**config.mk**
```make
export PLATFORM = sky130hd
export DESIGN_NAME = humidity_moving_average_check_core
export DESIGN_NICKNAME = d
export VERILOG_FILES = /design/src/rtl/core/hmac_pkg.sv /design/src/rtl/core/humidity_moving_average_check_core.sv /design/src/rtl/core/hmac_convert.sv /design/src/rtl/core/hmac_window.sv /design/src/rtl/core/hmac_check.sv
export SDC_FILE = /design/constraint.sdc
export NUM_CORES = 1
export LEC_CHECK = 0
export BUFFER_PORTS_ARGS = -buffer_cell sky130_fd_sc_hd__buf_2
export CORE_MARGIN = 2
export CORE_UTILIZATION = 23
export CTS_BUF_LIST = sky130_fd_sc_hd__clkbuf_8
export CTS_CLUSTER_SIZE = 24
export DETAILED_ROUTE_END_ITERATION = 16
export SLEW_MARGIN = 20
export SYNTH_ARGS = -nofsm -noshare
export SYNTH_HDL_FRONTEND = slang
export SYNTH_SLANG_ARGS = --single-unit
```
**constraint.sdc**
```tcl
create_clock -name aclk -period 17.9 [get_ports aclk]
set_input_delay 3.58 -clock aclk [delete_from_list [all_inputs] [get_ports aclk]]
set_output_delay 3.58 -clock aclk [all_outputs]
set_load 0.02 [all_outputs]
```
**src/rtl/core/hmac_pkg.sv**
```systemverilog
`timescale 1ns / 1ps
// Shared constants and types of the humidity moving average check core.
// No dependencies; imported by every module of the core.
package hmac_pkg;

    localparam int RAW_W       = 16;
    localparam int HUM_W       = 7;
    localparam int STATUS_W    = 2;
    localparam int CFG_INDEX_W = 8;
    localparam int CFG_DATA_W  = 7;

    localparam int HUM_MAX        = 118;
    localparam int WINDOW_DEFAULT = 4;

    localparam int CONV_MUL_W = 7;
    localparam logic [CONV_MUL_W-1:0] CONV_MUL    = 7'd125;
    localparam int                    CONV_SHIFT  = 16;
    localparam logic [HUM_W-1:0]      CONV_OFFSET = 7'd6;

    localparam logic [HUM_W-1:0] MIN_RESET = 7'd5;
    localparam logic [HUM_W-1:0] MAX_RESET = 7'd95;

    localparam logic [CFG_INDEX_W-1:0] REG_MIN_HUMIDITY = 8'd0;
    localparam logic [CFG_INDEX_W-1:0] REG_MAX_HUMIDITY = 8'd1;

    typedef logic [STATUS_W-1:0] status_t;
    localparam status_t ST_OK    = 2'd0;
    localparam status_t ST_RANGE = 2'd1;
    localparam status_t ST_ZERO  = 2'd2;

    typedef struct packed {
        logic [HUM_W-1:0] min_humidity;
        logic [HUM_W-1:0] max_humidity;
    } bounds_t;

endpackage

```
**src/rtl/core/humidity_moving_average_check_core.sv**
```systemverilog
`timescale 1ns / 1ps
// Humidity moving average and range check core: top level, handshakes and bounds.
// Depends on hmac_pkg, hmac_convert, hmac_window and hmac_check.
//
// Takes one raw sensor sample per cycle and returns one result per sample, in order.
// A sample passes three register stages: the input register, the window stage
// (conversion to percent and running-sum update of the WINDOW-entry shift line)
// and the result register (average by reciprocal multiply, bound check, change
// flag). Throughput is one transaction per cycle while m_ready is high; stalls
// propagate back to s_ready stage by stage. The bounds are written over the cfg
// port (index 0 minimum, index 1 maximum, other indexes ignored); the user must
// write them only while the core is idle, which the core itself does not enforce.
module humidity_moving_average_check_core import hmac_pkg::*; #(
    parameter int WINDOW = WINDOW_DEFAULT
) (
    input  logic                   aclk,
    input  logic                   aresetn,

    input  logic                   s_valid,
    output logic                   s_ready,
    input  logic [RAW_W-1:0]       s_raw_sample,

    output logic                   m_valid,
    input  logic                   m_ready,
    output logic [HUM_W-1:0]       m_humidity,
    output logic [STATUS_W-1:0]    m_status,
    output logic                   m_changed,

    input  logic                   cfg_valid,
    output logic                   cfg_ready,
    input  logic [CFG_INDEX_W-1:0] cfg_index,
    input  logic [CFG_DATA_W-1:0]  cfg_data
);

    localparam int SUM_W = $clog2(WINDOW * HUM_MAX + 1);

    bounds_t          bounds_reg;
    logic             in_valid_reg;
    logic [RAW_W-1:0] raw_reg;
    logic             win_valid_reg;
    logic             out_valid_reg;

    logic             out_load;
    logic             win_load;
    logic             in_load;
    logic [HUM_W-1:0] value;
    logic [SUM_W-1:0] sum;
    status_t          status;

    assign cfg_ready = 1'b1;

    always_ff @(posedge aclk) begin
        if (!aresetn) begin
            bounds_reg.min_humidity <= MIN_RESET;
            bounds_reg.max_humidity <= MAX_RESET;
        end else if (cfg_valid) begin
            case (cfg_index)
                REG_MIN_HUMIDITY: bounds_reg.min_humidity <= cfg_data;
                REG_MAX_HUMIDITY: bounds_reg.max_humidity <= cfg_data;
                default: ;
            endcase
        end
    end

    // advance each stage when the one behind it can take the transaction
    assign out_load = !out_valid_reg || m_ready;
    assign win_load = !win_valid_reg || out_load;
    assign in_load  = !in_valid_reg || win_load;
    assign s_ready  = in_load;

    always_ff @(posedge aclk) begin
        if (!aresetn) begin
            in_valid_reg  <= 1'b0;
            win_valid_reg <= 1'b0;
            out_valid_reg <= 1'b0;
        end else begin
            if (in_load) begin
                in_valid_reg <= s_valid;
            end
            if (win_load) begin
                win_valid_reg <= in_valid_reg;
            end
            if (out_load) begin
                out_valid_reg <= win_valid_reg;
            end
        end
    end

    always_ff @(posedge aclk) begin
        if (in_load && s_valid) begin
            raw_reg <= s_raw_sample;
        end
    end

    hmac_convert u_convert (
        .raw_sample (raw_reg),
        .value      (value)
    );

    hmac_window #(
        .WINDOW (WINDOW),
        .SUM_W  (SUM_W)
    ) u_window (
        .aclk    (aclk),
        .aresetn (aresetn),
        .load    (win_load && in_valid_reg),
        .value   (value),
        .sum     (sum)
    );

    hmac_check #(
        .WINDOW (WINDOW),
        .SUM_W  (SUM_W)
    ) u_check (
        .aclk     (aclk),
        .aresetn  (aresetn),
        .load     (out_load && win_valid_reg),
        .sum      (sum),
        .bounds   (bounds_reg),
        .humidity (m_humidity),
        .status   (status),
        .changed  (m_changed)
    );

    assign m_status = status;
    assign m_valid  = out_valid_reg;

endmodule

```
**src/rtl/core/hmac_convert.sv**
```systemverilog
`timescale 1ns / 1ps
// Raw sensor sample to percent relative humidity, clamped at zero.
// Depends on hmac_pkg.
module hmac_convert import hmac_pkg::*; (
    input  logic [RAW_W-1:0] raw_sample,
    output logic [HUM_W-1:0] value
);

    logic [RAW_W+CONV_MUL_W-1:0] product;
    logic [HUM_W-1:0]            pct;

    assign product = raw_sample * CONV_MUL;
    assign pct     = product[CONV_SHIFT +: HUM_W];
    assign value   = (pct > CONV_OFFSET) ? (pct - CONV_OFFSET) : '0;

endmodule

```
**src/rtl/core/hmac_window.sv**
```systemverilog
`timescale 1ns / 1ps
// Sliding window of converted samples with its running sum.
// Depends on hmac_pkg.
module hmac_window import hmac_pkg::*; #(
    parameter int WINDOW = WINDOW_DEFAULT,
    parameter int SUM_W  = $clog2(WINDOW * HUM_MAX + 1)
) (
    input  logic             aclk,
    input  logic             aresetn,
    input  logic             load,
    input  logic [HUM_W-1:0] value,
    output logic [SUM_W-1:0] sum
);

    logic [HUM_W-1:0] tap_reg [WINDOW];
    logic [HUM_W-1:0] tap_next [WINDOW];
    logic [SUM_W-1:0] sum_reg;
    logic [SUM_W-1:0] sum_next;

    always_comb begin
        tap_next[0] = value;
        for (int i = 1; i < WINDOW; i++) begin
            tap_next[i] = tap_reg[i-1];
        end
        sum_next = sum_reg - SUM_W'(tap_reg[WINDOW-1]) + SUM_W'(value);
    end

    always_ff @(posedge aclk) begin
        if (!aresetn) begin
            for (int i = 0; i < WINDOW; i++) begin
                tap_reg[i] <= '0;
            end
            sum_reg <= '0;
        end else if (load) begin
            tap_reg <= tap_next;
            sum_reg <= sum_next;
        end
    end

    assign sum = sum_reg;

endmodule

```
**src/rtl/core/hmac_check.sv**
```systemverilog
`timescale 1ns / 1ps
// Window average by reciprocal multiply, range check and change detect,
// with the result register. Depends on hmac_pkg.
module hmac_check import hmac_pkg::*; #(
    parameter int WINDOW = WINDOW_DEFAULT,
    parameter int SUM_W  = $clog2(WINDOW * HUM_MAX + 1)
) (
    input  logic             aclk,
    input  logic             aresetn,
    input  logic             load,
    input  logic [SUM_W-1:0] sum,
    input  bounds_t          bounds,
    output logic [HUM_W-1:0] humidity,
    output status_t          status,
    output logic             changed
);

    localparam int DIV_L = $clog2(WINDOW);
    localparam int DIV_S = SUM_W + DIV_L;
    localparam logic [DIV_S-1:0] DIV_M = DIV_S'(((1 << DIV_S) + WINDOW - 1) / WINDOW);

    logic [SUM_W+DIV_S-1:0] product;
    logic [HUM_W-1:0]       avg;
    status_t                status_c;
    logic                   changed_c;

    logic [HUM_W-1:0] last_reported_reg;
    logic [HUM_W-1:0] humidity_reg;
    status_t          status_reg;
    logic             changed_reg;

    always_comb begin
        product = sum * DIV_M;
        avg     = product[DIV_S +: HUM_W];
        if (avg < bounds.min_humidity || avg > bounds.max_humidity) begin
            status_c = ST_RANGE;
        end else if (avg == '0) begin
            status_c = ST_ZERO;
        end else begin
            status_c = ST_OK;
        end
        changed_c = (status_c == ST_OK) && (avg != last_reported_reg);
    end

    always_ff @(posedge aclk) begin
        if (!aresetn) begin
            last_reported_reg <= '0;
        end else if (load && changed_c) begin
            last_reported_reg <= avg;
        end
    end

    always_ff @(posedge aclk) begin
        if (load) begin
            humidity_reg <= avg;
            status_reg   <= status_c;
            changed_reg  <= changed_c;
        end
    end

    assign humidity = humidity_reg;
    assign status   = status_reg;
    assign changed  = changed_reg;

endmodule
```
==> results of run 1 <==
-- area by class of cell --
cell class                 count  area (um^2)  area share [%]
clock buffer                   9        123.9           1.671
clock inverter                 7        75.07           1.012
inverter                     121        454.2           6.126
multi-input combinational    464         4029           54.34
sequential                    87         2002           27.00
tap                          378        473.0           6.379
timing repair buffer          50        257.7           3.476
-- cell families after synthesis --
logic type      count (synthesis)
buf+inv                       140
simple gates                  166
mux                            14
xor+xnor                       23
compound gates                127
fa+ha+maj                     133
flops                          87
other cells                     1
-- metal layers --
layer / routed length (um) / GRT usage [%] / part of all wire, % / up-vias
li1: - / - / - / 2365
met5: 0 / 0 / 0 / -
met3: 538 / 2.441 / 4.2 / 8
met1: 6049 / 11.99 / 48 / 2272
met2: 5993 / 15.22 / 47 / 64
met4: 91 / 1.377 / 0.72 / 0
-- layout by cell type, fill, tap and decap left out, drive strengths merged, types with 2 or more instances in the layout --
master and count:
ha 73, nor2 24, inv 127, and2 3, or2 3, and4 2
o211ai 3, nor2b 4, o21bai 4, buf 50, o41ai 3, nor3 4
a2bb2oi 2, nor4 2, o2111ai 2, nand2 83, nand4 6, o31ai 5
nand3 20, a21oi 66, o21ai 16, a21o 11, clkbuf 9, a211oi 2
dfxtp 61, a31oi 5, mux2i 14, xnor2 15, edfxtp 26, nand2b 7
fa 60, or3 3, xor2 8
-- metrics by stage --
step / utilization (%) / cell area (um^2) / cells / setup WS [ps] / hold WS, ps
after floorplan: - / 6583 / 691 / 10250 / 428.6
after global placement: 25.76 / 7216 / 1100 / 10030 / 437.0
after detailed placement: 25.76 / 7216 / 1100 / 10020 / 447.1
after CTS: 26.47 / 7415 / 1116 / 10020 / 461.5
after global routing: 26.47 / 7415 / 1116 / 9619 / 481.7
final: 26.47 / 7415 / 1116 / 10020 / 455.0
-- worst max-delay path, stage by stage --
cell and delay, ps:
buf_2 90, nor2b_1 300, nand3_1 140, buf_2 180
-- worst max path at each step --
stage / start / end / slack, ps / cells after the start
2_1_floorplan: m_ready / s_ready / 10250 / 2
3_3_place_gp: m_ready / s_ready / 10030 / 4
4_1_cts: m_ready / s_ready / 10020 / 4
6_report: m_ready / s_ready / 10020 / 4
3_5_place_dp: m_ready / s_ready / 10020 / 4
5_1_grt: raw_reg[11] / u_window.sum[8] / 9620 / 29
==> flow_metrics.tcl, run 1 <==
set metrics [dict create \
    rsz0062_at_grt "no" \
    tritoncts "yes" \
    finClkSkew_ps 17.92 \
    grt_overflow 0 \
    die_y_um 173.2 \
    r2r_slack_ps 10250 \
    yosys.area_share.simple_pct 11.65 \
    ys_ff_latch 87 \
    antenna_found_initial 0 \
    root_buffer "clkbuf_8" \
    ctsResizeCount 0 \
    worstPathRequired_ps 14320 \
    cts_buffers 9 \
    drive_above_1_share_pct 10.43 \
    tightest_slew_ps 829.6 \
    synth_top_family_by_area "adder cells" \
    insertion_delay_ps 370 \
    dp_hpwl_mm 9.837 \
    synth_warnings 0 \
    worstReg2RegEnd "u_window.sum[8]" \
    synth.area.top_cells "dfxtp_1, fa_1, ha_1, edfxtp_1, inv_1" \
    grt_pass1_vias 4781 \
    numPortBuffers 47 \
    grt_pass1_wl_mm 22.83 \
    status "finished clean" \
    setup_violations 0 \
    ctsHtreeMaxLevel 3 \
    drc 0 \
    syn_area_um2 6583 \
    min-delay-start "u_window.tap_next[6]" \
    endpoint_kind "primary output" \
    hold_class "flip-flop to flip-flop" \
    wl_per_cell_um 11.36 \
    syn_area_per_cell_um2 9.526 \
    hold_depth 2 \
    diodes 0 \
    syn_nets 860 \
    fp-row-count 61 \
    max_slew_margin_pct 44.49 \
    yosysMostFrequentCell "inv_1" \
    path_max_fanout 6 \
    nets 902 \
    synth_compound_area_share_pct 12.09 \
    core-area_um2 28010 \
    synthCells 691 \
    r2r_start "raw_reg[6]" \
    clk_pin_slew_ps 90 \
    post_cts_buffers 0 \
    critical_path_class "input pin to primary output" \
    clock-sinks 87 \
    gp_congestion 0.7503 \
    die_x_um 173.2 \
    hold_end "u_window.tap_reg[6]" \
    initial_core_util_pct 23.50 \
    synth_cell_types 59 \
    cts_max_path_buffers 2 \
    synthToLayoutAreaGrowth_pct 12.64 \
    synth_edf_count 26 \
    synth_mux_area_share_pct 2.129 \
    dr.pass1.iters 4 \
    synth_top_area_cell "dfxtp_1" \
    worstSetupStartpointType "input pin" \
    track_usage_pct 9.101 \
    finalCriticalPeriod_ps 7875 \
    synth-xor-area-share_pct 3.060 \
    yosysSeqAreaShare_pct 30.41 \
    drt_iter0_drc 198 \
    fillers 3025 \
    die_area_um2 29990 \
    ctsHoldBuffers 0 \
    synth_top_area_share_pct 18.55 \
    num_vias 4709 \
    max_cap_violations 0 \
    io_pins 49 \
    drtAntennaViolNets 0 \
    synth_common_cells "inv_1, nand2_1, ha_1, a21oi_1, dfxtp_1" \
    finalSetupTns_ps 0 \
    arrival_ps 4300 \
    drt_wl_total_mm 12.67 \
    hold_viol 0 \
    ys_async_sr_fraction_pct 0 \
    synthFlopType "dfxtp_1" \
    viasPerCell 4.220 \
    finalMaxSlewViolations 0 \
    grt_max_degree 47 \
    synth_fa_ha_area_share_pct 32.12 \
    timing.fmax_mhz 127.0 \
    largest_register_ffs 21 \
    fin_crit_sh_pct 44.00 \
    r2r_cells 27 \
]
Power of run 1 is left out: the tool's default activity adds up to more than one toggle a clock period on the data nets, which glitch-free logic cannot reach.
==> inputs of run 2 (changes only) <==
==> constraint.sdc (replaced) <==
create_clock -name aclk -period 7 [get_ports aclk]
set_input_delay 1.4 -clock aclk [delete_from_list [all_inputs] [get_ports aclk]]
set_output_delay 1.4 -clock aclk [all_outputs]
set_load 0.02 [all_outputs]
==> flow_metrics.tcl, run 2 (synthesis results as in run 1) <==
set metrics [dict create \
    status "finished with violations" \
    failed_checks "negative setup slack" \
    hold_viol 0 \
    worstPathRequired_ps 7320 \
    die_area_um2 29990 \
    arrival_ps 7390 \
    final_cells 1196 \
    grt_max_degree 47 \
    met1Wirelength_mm 6.504 \
    tightest_slew_ps 850.2 \
    clock-sinks 87 \
    fin_crit_sh_pct 101.1 \
    rsz0062_at_grt "yes" \
    finish.utilization_pct 29.66 \
    die_y_um 173.2 \
    dp_hpwl_mm 10.33 \
    max_slew_margin_pct 43.11 \
    cts_buffers 9 \
    holdWs_ps 443.0 \
    path_max_fanout 3 \
    routed.top_layer "met4" \
    dr.pass1.iters 4 \
    insertion_delay_ps 400 \
    endpoint_kind "flip-flop" \
    numPortBuffers 47 \
    wl_per_cell_um 11.72 \
    drt_wl_total_mm 14.01 \
    crit_path_max_incr_delay_ps 560 \
    finClkSkew_ps 17.75 \
    finalCriticalPeriod_ps 7077 \
    slowest_stage "fa_1" \
    grt_overflow 0 \
    layout_commonest_cell "inv_1" \
    hold_class "flip-flop to flip-flop" \
    initial_core_util_pct 23.50 \
    worstSetupStartpointType "flip-flop" \
    preCtsSetupSlack_ps -222.2 \
    diodes 0 \
    r2r_start "raw_reg[3]" \
    cts_max_path_buffers 2 \
    viasPerCell 4.147 \
    core-area_um2 28010 \
    drive_above_1_share_pct 24.82 \
    drtAntennaViolNets 0 \
    largest_register_ffs 21 \
    min-delay-start "u_window.tap_next[6]" \
    timing.fmax_mhz 141.3 \
    cpLargestDelayFamily "adder cells" \
    tritoncts "yes" \
    max_cap_violations 0 \
    die_x_um 173.2 \
    clk_pin_slew_ps 110 \
    io_pins 49 \
    num_vias 4960 \
    fp-row-count 61 \
    finalMaxSlewViolations 0 \
    ctsHoldBuffers 0 \
    crit_buf_inv 9 \
    nets 982 \
    ctsHtreeMaxLevel 3 \
    fillers 2960 \
    met3_length_um 433 \
    grt_pass1_vias 5037 \
    antenna_found_initial 0 \
    fin_ws_ps -76.85 \
    track_usage_pct 9.573 \
    crit_top_cell "buf_4" \
    drt_iter0_drc 231 \
    place_inst 1156 \
    drc 0 \
    setup_violations 2 \
    met2_length_mm 6.936 \
    mostFrequentLayoutCells "inv_1, nand2_1, buf_4" \
    synthToLayoutAreaGrowth_pct 26.19 \
    crit_start "raw_reg[3]" \
    grt_pass1_wl_mm 23.67 \
    root_buffer "clkbuf_8" \
    critical_path_class "flip-flop to flip-flop" \
    gp_congestion 0.7652 \
]
run 2: changes by cell type in the layout (fill, tap and decap cells not counted), sizes merged:
cell	previous run	this run
inv	127	125
clkinv	0	3
buf	50	130
bufinv	1	0
run 2: per-layer routing:
layer	track usage (%)	vias to the layer above
met2	16.08	67
met3	2.199	18
met4	2.013	0
met1	12.56	2358
li1	-	2517
met5	0	-
run 2: path summary, 6_finish.rpt:
check | endpoint | depth (start not counted) | slack, ps
setup / recovery | u_window.sum[6] | 31 | -80
hold / removal | u_window.tap_reg[6] | 2 | 440
setup reg to reg | u_window.sum[6] | 31 | -80
hold reg to reg | u_window.tap_reg[6] | 2 | 440
run 2: worst register-to-register path: cells and delay by family (launching register included):
family                     cells  cell delay [ps]
and+or+nand+nor                6             1290
adders and majority gates      8             3310
DFF                            1              420
xor gates and xnor gates       2              290
buffers and inverters          9              970
AOI/OAI and AO/OA              6              710
run 2: what timing repair did:
item                                    4_1_cts  5_1_grt
endpoints found under the setup margin        2        4
pin swaps                                     9       45
gates resized for setup                      12       38
setup buffers                                 5       19
run 2: metrics by stage:
| stage | setup TNS (ps) | instance area [um^2] |
|---|---|---|
| finish | -82.20 | 8307 |
| global route | -1076 | 8307 |
| CTS | 0 | 7905 |
| detailed placement | -222.2 | 7644 |
| global placement | -224.3 | 7644 |
| floorplan | 0 | 6590 |
run 2: cell type report:
class / count / area, um^2 / area share, %
clock buffer: 9 / 123.9 / 1.491
clock inverter: 7 / 83.83 / 1.009
inverter: 121 / 456.7 / 5.498
multi-input combinational: 464 / 4297 / 51.72
sequential: 87 / 2002 / 24.10
tap: 378 / 473.0 / 5.694
timing repair buffer: 130 / 870.8 / 10.48
Power of run 2 is left out for the same reason.
